===== src/rtl/shhm_pkg.sv =====
package shhm_pkg;

  // field widths
  localparam int DIR_W    = 16;
  localparam int SPEED_W  = 8;
  localparam int HEAD_W   = 16;
  localparam int GAIN_W   = 16;
  localparam int LIMIT_W  = 10;
  localparam int SECTOR_W = 3;

  // internal arithmetic widths
  localparam int REF_W   = HEAD_W + 1;            // latched heading reference
  localparam int ERR_W   = HEAD_W + 2;            // heading error
  localparam int SUM_W   = 32;                    // saturating error sum
  localparam int DER_W   = ERR_W + 1;             // error difference
  localparam int PP_W    = GAIN_W + 1 + ERR_W;    // proportional product
  localparam int PI_W    = GAIN_W + 1 + SUM_W;    // integral product
  localparam int PD_W    = GAIN_W + 1 + DER_W;    // derivative product
  localparam int ACC_W   = PI_W + 2;              // sum of the three terms
  localparam int FRAC_W  = 8;                     // Q8.8 fraction bits
  localparam int CORR_W  = LIMIT_W + 1;           // signed correction
  localparam int MIX_W   = CORR_W + 1;            // base speed plus correction
  localparam int ANGLE_W = 12;                    // direction modulo a full turn
  localparam int WRAP_W  = DIR_W + 1;

  // angles in tenths of a degree
  localparam int FULL_TURN    = 3600;
  localparam int DIR_OFFSET   = 36000;            // whole turns, makes any direction positive
  localparam int MOD_STEPS    = 5;                // 3600 << 4 covers the offset range
  localparam int SECTOR_WRAP  = 3375;
  localparam int SECTOR_EDGE1 = 225;
  localparam int SECTOR_EDGE2 = 675;
  localparam int SECTOR_EDGE3 = 1125;
  localparam int SECTOR_EDGE4 = 1575;
  localparam int SECTOR_EDGE5 = 2025;
  localparam int SECTOR_EDGE6 = 2475;
  localparam int SECTOR_EDGE7 = 2925;

  // ramp profile
  localparam logic [SPEED_W-1:0] RAMP_KNEE      = SPEED_W'(50);
  localparam logic [SPEED_W-1:0] RAMP_STEP_SLOW = SPEED_W'(2);
  localparam logic [SPEED_W-1:0] RAMP_STEP_FAST = SPEED_W'(3);
  localparam logic [SPEED_W-1:0] RAMP_STEP_DOWN = SPEED_W'(3);

  // register reset values
  localparam logic [GAIN_W-1:0]  GAIN_P_RST  = GAIN_W'(154);
  localparam logic [GAIN_W-1:0]  GAIN_I_RST  = GAIN_W'(0);
  localparam logic [GAIN_W-1:0]  GAIN_D_RST  = GAIN_W'(102);
  localparam logic [LIMIT_W-1:0] LIMIT_RST   = LIMIT_W'(250);
  localparam logic [SPEED_W-1:0] FLOOR_RST   = SPEED_W'(3);
  localparam logic [SPEED_W-1:0] CEILING_RST = SPEED_W'(254);

  // register map, word index on the bus
  localparam int ADDR_W = 5;
  typedef enum logic [2:0] {
    REG_GAIN_P        = 3'd0,
    REG_GAIN_I        = 3'd1,
    REG_GAIN_D        = 3'd2,
    REG_CORR_LIMIT    = 3'd3,
    REG_WHEEL_FLOOR   = 3'd4,
    REG_WHEEL_CEILING = 3'd5
  } reg_idx_t;

  typedef struct packed {
    logic signed [DIR_W-1:0]  direction;
    logic [SPEED_W-1:0]       speed_goal;
    logic signed [HEAD_W-1:0] imu_heading;
    logic                     rearm;
  } in_item_t;

  typedef struct packed {
    logic [SPEED_W-1:0]       wheel_a_speed;
    logic [SPEED_W-1:0]       wheel_b_speed;
    logic [SPEED_W-1:0]       wheel_c_speed;
    logic [SPEED_W-1:0]       wheel_d_speed;
    logic signed [DIR_W-1:0]  steer_angle;
    logic [SECTOR_W-1:0]      sector;
    logic [SPEED_W-1:0]       ramped_speed;
  } out_item_t;

  // load strobes for the pid pipeline
  typedef struct packed {
    logic load_prod;
    logic load_acc;
  } pid_ctl_t;

  // how the correction enters one wheel
  typedef enum logic [1:0] {
    SIGN_ZERO  = 2'b00,
    SIGN_PLUS  = 2'b01,
    SIGN_MINUS = 2'b10
  } sign_t;

  localparam int WHEELS = 4;

  // per octant, wheels at 0h, 3h, 6h, 9h
  localparam sign_t SIGN_TABLE [8][WHEELS] = '{
    '{SIGN_PLUS,  SIGN_PLUS,  SIGN_MINUS, SIGN_MINUS},
    '{SIGN_ZERO,  SIGN_PLUS,  SIGN_ZERO,  SIGN_MINUS},
    '{SIGN_MINUS, SIGN_PLUS,  SIGN_PLUS,  SIGN_MINUS},
    '{SIGN_MINUS, SIGN_ZERO,  SIGN_PLUS,  SIGN_ZERO},
    '{SIGN_MINUS, SIGN_MINUS, SIGN_PLUS,  SIGN_PLUS},
    '{SIGN_ZERO,  SIGN_MINUS, SIGN_ZERO,  SIGN_PLUS},
    '{SIGN_PLUS,  SIGN_MINUS, SIGN_MINUS, SIGN_PLUS},
    '{SIGN_PLUS,  SIGN_ZERO,  SIGN_MINUS, SIGN_ZERO}
  };

  // direction modulo a full turn by restoring subtraction
  function automatic logic [ANGLE_W-1:0] wrap_angle(input logic signed [DIR_W-1:0] dir);
    logic [WRAP_W-1:0] x;
    logic [WRAP_W-1:0] step;
    x = WRAP_W'($signed({dir[DIR_W-1], dir}) + WRAP_W'(DIR_OFFSET));
    for (int k = MOD_STEPS - 1; k >= 0; k--) begin
      step = WRAP_W'(FULL_TURN << k);
      if (x >= step) begin
        x = x - step;
      end
    end
    return x[ANGLE_W-1:0];
  endfunction

  // octant of a wrapped angle, octant 0 straddles zero
  function automatic logic [SECTOR_W-1:0] sector_of(input logic [ANGLE_W-1:0] a);
    logic [SECTOR_W-1:0] s;
    if (a > ANGLE_W'(SECTOR_WRAP) || a <= ANGLE_W'(SECTOR_EDGE1)) begin
      s = 3'd0;
    end else if (a <= ANGLE_W'(SECTOR_EDGE2)) begin
      s = 3'd1;
    end else if (a <= ANGLE_W'(SECTOR_EDGE3)) begin
      s = 3'd2;
    end else if (a <= ANGLE_W'(SECTOR_EDGE4)) begin
      s = 3'd3;
    end else if (a <= ANGLE_W'(SECTOR_EDGE5)) begin
      s = 3'd4;
    end else if (a <= ANGLE_W'(SECTOR_EDGE6)) begin
      s = 3'd5;
    end else if (a <= ANGLE_W'(SECTOR_EDGE7)) begin
      s = 3'd6;
    end else begin
      s = 3'd7;
    end
    return s;
  endfunction

endpackage


===== src/rtl/shhm_pid.sv =====
module shhm_pid (
  input  logic                                  clk,
  input  shhm_pkg::pid_ctl_t                    ctl,
  input  logic [shhm_pkg::GAIN_W-1:0]           gain_p,
  input  logic [shhm_pkg::GAIN_W-1:0]           gain_i,
  input  logic [shhm_pkg::GAIN_W-1:0]           gain_d,
  input  logic [shhm_pkg::LIMIT_W-1:0]          correction_limit,
  input  logic signed [shhm_pkg::ERR_W-1:0]     err,
  input  logic signed [shhm_pkg::SUM_W-1:0]     err_sum,
  input  logic signed [shhm_pkg::DER_W-1:0]     deriv,
  output logic signed [shhm_pkg::CORR_W-1:0]    corr
);
  import shhm_pkg::*;

  logic signed [PP_W-1:0]  prod_p;
  logic signed [PI_W-1:0]  prod_i;
  logic signed [PD_W-1:0]  prod_d;
  logic signed [ACC_W-1:0] acc;
  logic signed [ACC_W-1:0] lim;
  logic signed [ACC_W-1:0] neg_lim;
  logic signed [CORR_W-1:0] trunc;
  logic                     round_up;

  // three gain products, one multiplier each
  always_ff @(posedge clk) begin
    if (ctl.load_prod) begin
      prod_p <= PP_W'($signed({1'b0, gain_p})) * PP_W'(err);
      prod_i <= PI_W'($signed({1'b0, gain_i})) * PI_W'(err_sum);
      prod_d <= PD_W'($signed({1'b0, gain_d})) * PD_W'(deriv);
    end
  end

  // exact q8.8 sum
  always_ff @(posedge clk) begin
    if (ctl.load_acc) begin
      acc <= ACC_W'(prod_p) + ACC_W'(prod_i) + ACC_W'(prod_d);
    end
  end

  // clamp to the limit, else drop the fraction toward zero
  assign lim      = $signed({{(ACC_W - LIMIT_W - FRAC_W){1'b0}}, correction_limit, {FRAC_W{1'b0}}});
  assign neg_lim  = -lim;
  assign round_up = acc[ACC_W-1] && (acc[FRAC_W-1:0] != '0);
  assign trunc    = acc[FRAC_W+CORR_W-1:FRAC_W] + CORR_W'(round_up);

  always_comb begin
    if (acc > lim) begin
      corr = $signed({1'b0, correction_limit});
    end else if (acc < neg_lim) begin
      corr = -$signed({1'b0, correction_limit});
    end else begin
      corr = trunc;
    end
  end

endmodule


===== src/rtl/shhm_mix.sv =====
module shhm_mix (
  input  logic [shhm_pkg::SPEED_W-1:0]        base_speed,
  input  logic [shhm_pkg::SECTOR_W-1:0]       sector,
  input  logic signed [shhm_pkg::CORR_W-1:0]  corr,
  input  logic [shhm_pkg::SPEED_W-1:0]        wheel_floor,
  input  logic [shhm_pkg::SPEED_W-1:0]        wheel_ceiling,
  output logic [shhm_pkg::SPEED_W-1:0]        wheel_speed [shhm_pkg::WHEELS]
);
  import shhm_pkg::*;

  logic signed [MIX_W-1:0] base;
  logic signed [MIX_W-1:0] ceil_s;
  logic signed [MIX_W-1:0] floor_s;
  logic signed [MIX_W-1:0] mixed [WHEELS];

  assign base    = $signed({{(MIX_W - SPEED_W){1'b0}}, base_speed});
  assign ceil_s  = $signed({{(MIX_W - SPEED_W){1'b0}}, wheel_ceiling});
  assign floor_s = $signed({{(MIX_W - SPEED_W){1'b0}}, wheel_floor});

  // add, subtract or skip the correction per wheel, then clamp, ceiling first
  always_comb begin
    for (int w = 0; w < WHEELS; w++) begin
      case (SIGN_TABLE[sector][w])
        SIGN_PLUS:  mixed[w] = base + MIX_W'(corr);
        SIGN_MINUS: mixed[w] = base - MIX_W'(corr);
        default:    mixed[w] = base;
      endcase
      if (mixed[w] >= ceil_s) begin
        wheel_speed[w] = wheel_ceiling;
      end else if (mixed[w] <= floor_s) begin
        wheel_speed[w] = wheel_floor;
      end else begin
        wheel_speed[w] = mixed[w][SPEED_W-1:0];
      end
    end
  end

endmodule


===== src/rtl/swerve_heading_hold_mixer_core.sv =====
// Heading-hold mixer for a four-wheel swerve base, one item per control tick.
// Input channel in_valid / in_stall / in_item carries direction, target speed,
// IMU heading and the rearm flag; the output channel out_valid / out_stall /
// out_item carries the four clamped wheel speeds, steering angle, octant and
// ramped base speed. Gains, correction limit and wheel clamp sit on an APB
// port (word registers at 0x00..0x14, pready always high); the user must
// change them only while the block is idle, which the block does not enforce.
// An item accepted into the input register passes the state update, gain
// products and sum stages before the result register shows it on out_item.
// Throughput: one item per cycle unless stalled; ramp, heading latch and error
// sum are all updated in the single state stage, so back-to-back items see
// each other. The gain multipliers and the 51-bit sum set the stage split.
// Reset clears the pipeline, loads the register defaults, zeroes ramp, error
// sum and last error, and arms a heading capture for the first item.
// When the receiver stalls the result register holds and stages behind it
// fill in turn; in_stall rises only once every stage is occupied.
module swerve_heading_hold_mixer_core (
  input  logic                                 clk,
  input  logic                                 rst,
  input  logic                                 in_valid,
  output logic                                 in_stall,
  input  shhm_pkg::in_item_t                   in_item,
  output logic                                 out_valid,
  input  logic                                 out_stall,
  output shhm_pkg::out_item_t                  out_item,
  input  logic                                 psel,
  input  logic                                 penable,
  input  logic                                 pwrite,
  input  logic [shhm_pkg::ADDR_W-1:0]          paddr,
  input  logic [31:0]                          pwdata,
  output logic [31:0]                          prdata,
  output logic                                 pready
);
  import shhm_pkg::*;

  // configuration registers
  logic [GAIN_W-1:0]  gain_p;
  logic [GAIN_W-1:0]  gain_i;
  logic [GAIN_W-1:0]  gain_d;
  logic [LIMIT_W-1:0] correction_limit;
  logic [SPEED_W-1:0] wheel_floor;
  logic [SPEED_W-1:0] wheel_ceiling;
  logic               cfg_write;
  reg_idx_t           cfg_idx;

  // tick state
  logic [SPEED_W-1:0]      ramp_speed, ramp_speed_next;
  logic                    ramp_phase, ramp_phase_next;
  logic signed [REF_W-1:0] heading_ref, heading_ref_next;
  logic                    capture_pending;
  logic signed [SUM_W-1:0] error_sum, error_sum_next;
  logic signed [ERR_W-1:0] last_error;

  // pipeline
  logic v0, v1, v2, v3;
  logic rdy0, rdy1, rdy2, rdy3, rdy_out;
  logic adv1;
  in_item_t s0_item;

  logic signed [DIR_W-1:0] s1_dir, s2_dir, s3_dir;
  logic [SECTOR_W-1:0]     s1_sector, s2_sector, s3_sector;
  logic [SPEED_W-1:0]      s1_ramp, s2_ramp, s3_ramp;
  logic signed [ERR_W-1:0] s1_err;
  logic signed [SUM_W-1:0] s1_sum;
  logic signed [DER_W-1:0] s1_deriv;

  logic signed [ERR_W-1:0]   err;
  logic signed [SUM_W:0]     sum_wide;
  logic [SPEED_W:0]          ramp_up;
  logic [SECTOR_W-1:0]       sector;
  pid_ctl_t                  pid_ctl;
  logic signed [CORR_W-1:0]  corr;
  logic [SPEED_W-1:0]        wheel_speed [WHEELS];

  // apb register port
  assign pready    = 1'b1;
  assign cfg_write = psel && penable && pwrite && pready;
  assign cfg_idx   = reg_idx_t'(paddr[4:2]);

  always_ff @(posedge clk) begin
    if (rst) begin
      gain_p           <= GAIN_P_RST;
      gain_i           <= GAIN_I_RST;
      gain_d           <= GAIN_D_RST;
      correction_limit <= LIMIT_RST;
      wheel_floor      <= FLOOR_RST;
      wheel_ceiling    <= CEILING_RST;
    end else if (cfg_write) begin
      case (cfg_idx)
        REG_GAIN_P:        gain_p           <= pwdata[GAIN_W-1:0];
        REG_GAIN_I:        gain_i           <= pwdata[GAIN_W-1:0];
        REG_GAIN_D:        gain_d           <= pwdata[GAIN_W-1:0];
        REG_CORR_LIMIT:    correction_limit <= pwdata[LIMIT_W-1:0];
        REG_WHEEL_FLOOR:   wheel_floor      <= pwdata[SPEED_W-1:0];
        REG_WHEEL_CEILING: wheel_ceiling    <= pwdata[SPEED_W-1:0];
        default: ;
      endcase
    end
  end

  always_comb begin
    case (cfg_idx)
      REG_GAIN_P:        prdata = 32'(gain_p);
      REG_GAIN_I:        prdata = 32'(gain_i);
      REG_GAIN_D:        prdata = 32'(gain_d);
      REG_CORR_LIMIT:    prdata = 32'(correction_limit);
      REG_WHEEL_FLOOR:   prdata = 32'(wheel_floor);
      REG_WHEEL_CEILING: prdata = 32'(wheel_ceiling);
      default:           prdata = '0;
    endcase
  end

  // stage readiness, a stage moves on when the next one can take it
  assign rdy_out  = !out_valid || !out_stall;
  assign rdy3     = !v3 || rdy_out;
  assign rdy2     = !v2 || rdy3;
  assign rdy1     = !v1 || rdy2;
  assign rdy0     = !v0 || rdy1;
  assign in_stall = !rdy0;
  assign adv1     = v0 && rdy1;

  assign pid_ctl.load_prod = v1 && rdy2;
  assign pid_ctl.load_acc  = v2 && rdy3;

  always_ff @(posedge clk) begin
    if (rst) begin
      v0        <= 1'b0;
      v1        <= 1'b0;
      v2        <= 1'b0;
      v3        <= 1'b0;
      out_valid <= 1'b0;
    end else begin
      if (rdy0) begin
        v0 <= in_valid;
      end
      if (rdy1) begin
        v1 <= v0;
      end
      if (rdy2) begin
        v2 <= v1;
      end
      if (rdy3) begin
        v3 <= v2;
      end
      if (rdy_out) begin
        out_valid <= v3;
      end
    end
  end

  // input register
  always_ff @(posedge clk) begin
    if (rdy0 && in_valid) begin
      s0_item <= in_item;
    end
  end

  // ramp toward target, a step on every other tick that needs one
  assign ramp_up = {1'b0, ramp_speed}
                 + {1'b0, (ramp_speed < RAMP_KNEE) ? RAMP_STEP_SLOW : RAMP_STEP_FAST};

  always_comb begin
    ramp_speed_next = ramp_speed;
    ramp_phase_next = ramp_phase;
    if (ramp_speed < s0_item.speed_goal) begin
      ramp_phase_next = !ramp_phase;
      if (!ramp_phase) begin
        if (ramp_up >= {1'b0, s0_item.speed_goal}) begin
          ramp_speed_next = s0_item.speed_goal;
        end else begin
          ramp_speed_next = ramp_up[SPEED_W-1:0];
        end
      end
    end else if (ramp_speed > s0_item.speed_goal) begin
      ramp_phase_next = !ramp_phase;
      if (!ramp_phase) begin
        if ({1'b0, ramp_speed} <= {1'b0, s0_item.speed_goal} + {1'b0, RAMP_STEP_DOWN}) begin
          ramp_speed_next = s0_item.speed_goal;
        end else begin
          ramp_speed_next = ramp_speed - RAMP_STEP_DOWN;
        end
      end
    end
  end

  // heading latch, error and saturating error sum
  always_comb begin
    if (s0_item.rearm || capture_pending) begin
      heading_ref_next = -REF_W'(s0_item.imu_heading);
    end else begin
      heading_ref_next = heading_ref;
    end
    err      = ERR_W'(heading_ref_next) + ERR_W'(s0_item.imu_heading);
    sum_wide = (SUM_W + 1)'(error_sum) + (SUM_W + 1)'(err);
    if (sum_wide[SUM_W] != sum_wide[SUM_W-1]) begin
      error_sum_next = sum_wide[SUM_W] ? {1'b1, {(SUM_W - 1){1'b0}}}
                                       : {1'b0, {(SUM_W - 1){1'b1}}};
    end else begin
      error_sum_next = sum_wide[SUM_W-1:0];
    end
  end

  assign sector = sector_of(wrap_angle(s0_item.direction));

  // state stage
  always_ff @(posedge clk) begin
    if (rst) begin
      ramp_speed      <= '0;
      ramp_phase      <= 1'b0;
      heading_ref     <= '0;
      capture_pending <= 1'b1;
      error_sum       <= '0;
      last_error      <= '0;
    end else if (adv1) begin
      ramp_speed      <= ramp_speed_next;
      ramp_phase      <= ramp_phase_next;
      heading_ref     <= heading_ref_next;
      capture_pending <= 1'b0;
      error_sum       <= error_sum_next;
      last_error      <= err;
    end
  end

  always_ff @(posedge clk) begin
    if (adv1) begin
      s1_dir    <= s0_item.direction;
      s1_sector <= sector;
      s1_ramp   <= ramp_speed_next;
      s1_err    <= err;
      s1_sum    <= error_sum_next;
      s1_deriv  <= DER_W'(err) - DER_W'(last_error);
    end
  end

  // sideband alongside the pid pipeline
  always_ff @(posedge clk) begin
    if (pid_ctl.load_prod) begin
      s2_dir    <= s1_dir;
      s2_sector <= s1_sector;
      s2_ramp   <= s1_ramp;
    end
    if (pid_ctl.load_acc) begin
      s3_dir    <= s2_dir;
      s3_sector <= s2_sector;
      s3_ramp   <= s2_ramp;
    end
  end

  shhm_pid u_pid (
    .clk              (clk),
    .ctl              (pid_ctl),
    .gain_p           (gain_p),
    .gain_i           (gain_i),
    .gain_d           (gain_d),
    .correction_limit (correction_limit),
    .err              (s1_err),
    .err_sum          (s1_sum),
    .deriv            (s1_deriv),
    .corr             (corr)
  );

  shhm_mix u_mix (
    .base_speed    (s3_ramp),
    .sector        (s3_sector),
    .corr          (corr),
    .wheel_floor   (wheel_floor),
    .wheel_ceiling (wheel_ceiling),
    .wheel_speed   (wheel_speed)
  );

  // result register
  always_ff @(posedge clk) begin
    if (v3 && rdy_out) begin
      out_item.wheel_a_speed <= wheel_speed[0];
      out_item.wheel_b_speed <= wheel_speed[1];
      out_item.wheel_c_speed <= wheel_speed[2];
      out_item.wheel_d_speed <= wheel_speed[3];
      out_item.steer_angle   <= s3_dir;
      out_item.sector        <= s3_sector;
      out_item.ramped_speed  <= s3_ramp;
    end
  end

  // the input side stalls only with every stage full and the output held
  a_stall_full: assert property (@(posedge clk) disable iff (rst)
    in_stall |-> (v0 && v1 && v2 && v3 && out_valid && out_stall))
    else $error("input stalled with a free pipeline stage");

  // the first item through the state stage consumes the pending capture
  a_capture_once: assert property (@(posedge clk) disable iff (rst)
    adv1 |=> !capture_pending)
    else $error("heading capture still pending after an item");

  // delivered speeds of wheels a and c sit inside a well-formed clamp window
  a_wheel_window: assert property (@(posedge clk) disable iff (rst)
    (out_valid && (wheel_floor <= wheel_ceiling)) |->
      (out_item.wheel_a_speed >= wheel_floor && out_item.wheel_a_speed <= wheel_ceiling &&
       out_item.wheel_c_speed >= wheel_floor && out_item.wheel_c_speed <= wheel_ceiling))
    else $error("wheel speed outside the clamp window");

endmodule

===== config.mk =====
export PLATFORM = sky130hd
export DESIGN_NAME = swerve_heading_hold_mixer_core
export DESIGN_NICKNAME = d
export VERILOG_FILES = /design/src/rtl/shhm_pkg.sv /design/src/rtl/shhm_pid.sv /design/src/rtl/shhm_mix.sv /design/src/rtl/swerve_heading_hold_mixer_core.sv
export SDC_FILE = /design/constraint.sdc
export NUM_CORES = 2
export LEC_CHECK = 0
export BUFFER_PORTS_ARGS = -buffer_cell sky130_fd_sc_hd__buf_2
export CORE_MARGIN = 4
export CORE_UTILIZATION = 35
export CTS_BUF_LIST = sky130_fd_sc_hd__clkbuf_4 sky130_fd_sc_hd__clkbuf_8
export DETAILED_ROUTE_END_ITERATION = 16
export PLACE_DENSITY = 0.51
export SYNTH_ARGS = -nofsm -noshare
export SYNTH_HDL_FRONTEND = slang
export SYNTH_SLANG_ARGS = --single-unit

===== constraint.sdc =====
create_clock -name clk -period 9.7 [get_ports clk]
set_input_delay 2.425 -clock clk [delete_from_list [all_inputs] [get_ports clk]]
set_output_delay 2.425 -clock clk [all_outputs]
set_load 0.01 [all_outputs]

; ---- After elaboration in Yosys (flattened, before gate mapping)
; Memory sizes are Yosys's and may differ from the RTL's.
; Cells that the tools add are included.
[word_totals]
output_inout_bits = 94
reg_bits = 577
mem_bits_ro = 64
mem_count = 1
input_bits = 85
wordCells = 189
[mem_list]
columns = name, depth, word_bits, read_ports, rd_ports_with_merged_regs, wr, line
row1 = (no name shown), 8, 8, 1, 0, 0, shhm_mix.sv:23  ; case (SIGN_TABLE[sector][w])
[op_classes]
mux = 40
n_eq_ne = 14
addsub = 20
reduce_logical = 35
mul = 3
bitwise = 1
magnitude_cmp = 29
[op_table]
columns = cell, count
row1 = $mux 8, 16
row2 = $pmux 12 s2, 4
row3 = $pmux 16 s6, 1
row4 = $mux 17, 5
row5 = $mux 32, 2
row6 = $add 50x36->51, 1
row7 = $gt 51x19->1, 1
row8 = $lt 51x51->1, 1
row9 = $neg 18->51, 1
row10 = $add 35x49->50, 1
row11 = $mul 17x32->49, 1
row12 = $ge 12x9->1, 4
row13 = $le 12x9->1, 4
row14 = $le 12x11->1 const B, 3
row15 = $mul 17x19->36, 1
row16 = $mul 17x18->35, 1
row17 = $add 32x18->33, 1
row18 = $le 12x12->1 const B, 2
row19 = $mux 11, 2
row20 = $sub 18x18->19, 1
row21 = $add 17x16->18, 1
row22 = $add 16x17->17 const B, 1
row23 = $ge 17x12->1 const B, 1
row24 = $ge 17x13->1 const B, 1
row25 = other kinds (44), 85

; ---- Depth between registers and ports, before layout
[logic_depth]
depth_word = 18
depth_mapped = 48
ltp_nobuf = 45

; ---- Cells and area by module
; Synthesis repeated with hierarchy kept, for this count alone.
[unflattened]
cells_unflattened = 8183
hier_area_um2 = 77052.6
[modules_own_cells]
columns = mod, area_per_inst_um2, cells_per_inst, seq_area_each_um2, instances
row1 = shhm_pid, 51303.0, 5492, 5134.9, 1
row2 = swerve_heading_hold_mixer_core, 21202.8, 2088, 10630.2, 1
row3 = shhm_mix, 4546.9, 603, 0.0, 1

; ---- Worst setup path after synthesis
; OpenSTA, ideal clock, no wires.
[synth_path]
kind = input to register
start = input port out_stall
end = register s2_dir[0] (enable)
path_stages = 3
arrival_time_ns = 9.307
slack_ns = -0.280
required_time_ns = 9.027
path_cell_list = and3_1 -> and2_1 -> nor2b_1
[synth_rtl]
columns = element, line
row1 = from (decl), swerve_heading_hold_mixer_core.sv:24  ; input logic out_stall,
row2 = to (signal assigned), swerve_heading_hold_mixer_core.sv:238  ; s2_dir <= s1_dir;
row3 = to (decl), swerve_heading_hold_mixer_core.sv:60  ; logic signed [DIR_W-1:0] s1_dir, s2_dir, s3_dir;

; ---- Worst setup path after layout
[layout_path]
start = register s0_item[30] (netlist name)
end = register s1_sector[0] (data pin)
[layout_via]
elab_chain_cells = 18
elab_cells_between_ends = 31
classes_between = add/sub: 6 / order compare: 13 / mux: 11 / reduce/logical: 1
[layout_rtl]
columns = element, line
row1 = from (decl), swerve_heading_hold_mixer_core.sv:58  ; in_item_t s0_item;
row2 = from (signal assigned), swerve_heading_hold_mixer_core.sv:154  ; s0_item <= in_item;
row3 = $add 16x17->17 (*), shhm_pkg.sv:112  ; x = WRAP_W'($signed({dir[DIR_W-1], dir}) + WRAP_W'(DIR_OFFSET));
row4 = $sub 17x16->17 / $ge 17x16->1 (equally long branches), "shhm_pkg.sv:116, shhm_pkg.sv:115"
row5 = $mux 17 (*), shhm_pkg.sv:115  ; if (x >= step) begin
row6 = $sub 17x15->17 / $ge 17x15->1 (equally long branches), "shhm_pkg.sv:116, shhm_pkg.sv:115"
row7 = $mux 17 (*), shhm_pkg.sv:115
row8 = $sub 17x14->17 / $ge 17x14->1 (equally long branches), "shhm_pkg.sv:116, shhm_pkg.sv:115"
row9 = $mux 17 (*), shhm_pkg.sv:115
row10 = $sub 17x13->17 / $ge 17x13->1 (equally long branches), "shhm_pkg.sv:116, shhm_pkg.sv:115"
row11 = (+2 left out), -
row12 = $mux 12 (*), shhm_pkg.sv:115
row13 = $le 12x12->1, shhm_pkg.sv:137  ; end else if (a <= ANGLE_W'(SECTOR_EDGE7)) begin
row14 = $mux 1, shhm_pkg.sv:137
row15 = $mux 2, shhm_pkg.sv:135  ; end else if (a <= ANGLE_W'(SECTOR_EDGE6)) begin
row16 = $mux 2, shhm_pkg.sv:133  ; end else if (a <= ANGLE_W'(SECTOR_EDGE5)) begin
row17 = $mux 2, shhm_pkg.sv:131  ; end else if (a <= ANGLE_W'(SECTOR_EDGE4)) begin
row18 = $mux 2, shhm_pkg.sv:129  ; end else if (a <= ANGLE_W'(SECTOR_EDGE3)) begin
row19 = $mux 1, shhm_pkg.sv:127  ; end else if (a <= ANGLE_W'(SECTOR_EDGE2)) begin
row20 = to (signal assigned), swerve_heading_hold_mixer_core.sv:227  ; s1_sector <= sector;
row21 = to (decl), swerve_heading_hold_mixer_core.sv:61  ; logic [SECTOR_W-1:0] s1_sector, s2_sector, s3_sector;
; Every way passes the cells marked *; elsewhere a longest branch is shown, timed or not.
; A chain may end at the register's enable or synchronous reset.

==> results.toml <==
[critical_path]
r2r.worst_path.cells = 30
reg2reg_from = "s0_item[30]"
crit_path_max_fanout = 15
startpoint = "s0_item[30]"
r2r_setup_slack_ns = 0.56
worstPathArrival_ns = 9.70
cp_common_cell = "ha_1"
cp_top_family = "compound AO/OA/AOI/OAI gates"
worstSetupPathType = "flop to flop"
cpPeakStageDelay_ns = 0.63
cp_slowest_cell = "edfxtp_1"
cp.required_ns = 10.26
timing.rr.end = "s1_sector[0]"
path_depth = 30
cp-end-kind = "flop"
critPathBufInv = 1
worstSetupStartpointType = "flop"

[floorplan]
ioPinCount = 179
std_cell_rows = 168
die_w_um = 469
die_h_um = 469
start_util = 0.353
coreArea_mm2 = 0.210
dieArea_mm2 = 0.220

[placement]
place.port_buffers = 143
dpl.hpwl_um = 168000
gp_congestion = 0.881
pre_cts_slack_ns = 0.703

[synth]
synth_top_family_by_area = "adder cells"
ys_seq_area_frac = 0.212
synthXorXnorAreaFrac = 0.0325
syn_avg_cell_area_um2 = 9.51
muxShareOfSynthArea = 0.0103
ys_warn_count = 0
synthTopCellsByArea = "fa_1, edfxtp_1, ha_1, inv_1, nand2_1"
synth-main-ff-cell = "edfxtp_1"
mappedNetlistArea_mm2 = 0.0743
netlist_instances = 7813
synth_cell_type_count = 107
synth.top_cell.area_share = 0.308
postSynth.asyncResetShare = 0
synth-edff-count = 421
synthSimpleGateAreaFrac = 0.150
synth_seq_cells = 577
synth-compound-area-share = 0.0967
yosys.area_share.adder = 0.409
yosys.area.top_type = "fa_1"

[worst_hold_path]
whs_endpoint = "s2_sector[2]"
hp-class = "flop to flop"
hold_start = "s1_sector[2]"
hold_depth = 0

[clocking]
clk_latency_ns = 0.87
htree_num_levels = 3
cts_buffers = 104
cts_sinks = 577
cts_tree = "done"
hold_buffers = 0
root_buffer = "clkbuf_8"
clk_pin_slew_ns = 0.07
clk_path_buf_depth = 3

[drt]
wl_met2_um = 99800
wl_um = 207000
top_layer_used = "met5"
vias_per_cell = 5.01
drc = 0
met1Wirelength_um = 92000
ant_nets = 0
dr.first_iter.drc_count = 3214
dr.pass1.iters = 6
via_count = 54200
wl_met3_um = 9760
wire_per_inst_um = 19.2

[sta]
setup_ws_ns = 0.562
finalCriticalPeriod_ns = 9.14
maxSlewHeadroom = 0.182
slew_viol_final = 0
finalHoldViolCount = 0
fin_crit_sh = 0.942
fmax_ghz = 0.109
fin_worst_skew_ns = 0.0872
worst_pin_slew_ns = 1.23
tns_ns = 0
final-setup-viol-count = 0
rsz0062_at_grt = "no"

[layout]
final_common_cell = "inv_1"
most-common-layout-cells = "inv_1, fa_1, nand2_1, ha_1, and2_1"
nNetsFinal = 9713
num-fill-cells = 21000
drive_gt1_frac = 0.0715
area_delta_synth_final_pct = 8.79

[power_and_ir_drop]
powerDensity_mw_per_mm2 = 246
ir_worst_vdd_uv = 393
p_leak_uw = 0.0355

[global_routing]
antenna_found_initial = 23
track_usage = 0.192
grt_pass1_vias = 57400
grt-ovfl-total = 0
grt_pass1_wl_um = 331000
grt_max_degree = 105

[status]
outcome = "complete, no violations"

[job]
max-cap-violations = 0
==> state kept, by name, indices dropped and copies added, names as in the netlist, 10 cells and up <==
signal	cells
gain_i	16
s1_sum	32
u_pid.prod_d	36
s3_dir	16
u_pid.prod_p	35
s1_err	18
gain_d	16
correction_limit	10
last_error	18
error_sum	32
s0_item	41
s1_deriv	19
u_pid.acc	51
heading_ref	17
s2_dir	16
gain_p	16
s1_dir	16
out_item	59
u_pid.prod_i	49
==> cells in the mapped netlist (74+ instances only) <==
library cell	number
inv_1	1402
fa_1	1144
nand2_1	994
ha_1	584
and2_1	492
edfxtp_1	421
nor2_1	348
a21oi_1	337
clkbuf_1	277
xnor2_1	215
o21ai_0	207
dfxtp_1	156
nor3_1	100
nand3_1	74
==> timing repair <==
item | in CTS | in global routing
setup endpoints to repair | 0 | 5
endpoints found under the hold margin | 0 | 0
buffers inserted | 0 | 0
gates resized for setup | 0 | 1
==> cell families (layout without fill, tap and decap cells) <==
logic type                 after synthesis  count (layout)
AOI/OAI and AO/OA                     1091            1091
adders and majority gates             1747            1747
muxes                                   70              70
buffers and inverters                 1724            1884
other                                    2              26
xor gates and xnor gates               275             275
and+or+nand+nor                       2327            2327
DFF                                    577             577
==> report_power, final <==
part / internal (uW) / switching [uW]
Sequential: 3680 / 587
Clock: 1490 / 1180
Combinational: 5170 / 7760
Total: 10300 / 9530
==> worst register-to-register path: cells and delay by family (launching register included) <==
kind	cells	cell delay, ns
AO/OA/AOI/OAI	12	3.26
XOR/XNOR	2	0.53
adder cells (fa/ha/maj)	3	1.09
buffers and inverters	1	0.12
flip-flops	1	0.63
multiplexers	1	0.42
AND/OR/NAND/NOR	11	2.86
==> worst max path at each step <==
stage / endpoint
final: s1_sector[0]
after global routing: s1_sector[0]
after CTS: out_item[51]
after detailed placement: out_item[51]
after global placement: u_pid.prod_i[48]
after floorplan: out_item[43]
==> per-layer routing <==
layer / GRT usage / up-vias
li1: - / 25200
met1: 0.257 / 27400
met2: 0.331 / 1239
met3: 0.0254 / 294
met4: 0.0450 / 16
met5: 0 / -
==> cell type report <==
| class | count | area, um2 | area share |
|---|---|---|---|
| clock inverters | 63 | 703 | 0.00870 |
| repair buffers | 287 | 1810 | 0.0224 |
| diodes | 9 | 22.5 | 0.000279 |
| well taps | 2805 | 3510 | 0.0434 |
| flip-flops and latches | 577 | 15800 | 0.195 |
| inverters | 1403 | 5270 | 0.0652 |
| clock buffers | 131 | 1660 | 0.0205 |
| multi-input cells | 5527 | 52100 | 0.644 |
==> stage by stage <==
step	std cells	utilization	power [uW]	instance area, um2	hold slack (ns)
floorplan	7828	-	13400	74300	0.400
detailed placement	10600	0.373	17400	78400	0.405
CTS	10800	0.384	20200	80800	0.396
global route	10800	0.384	22000	80800	0.391
finish	10800	0.384	19900	80800	0.402
global placement	10600	0.373	17300	78400	0.401
(Power assumes the default switching activity.)
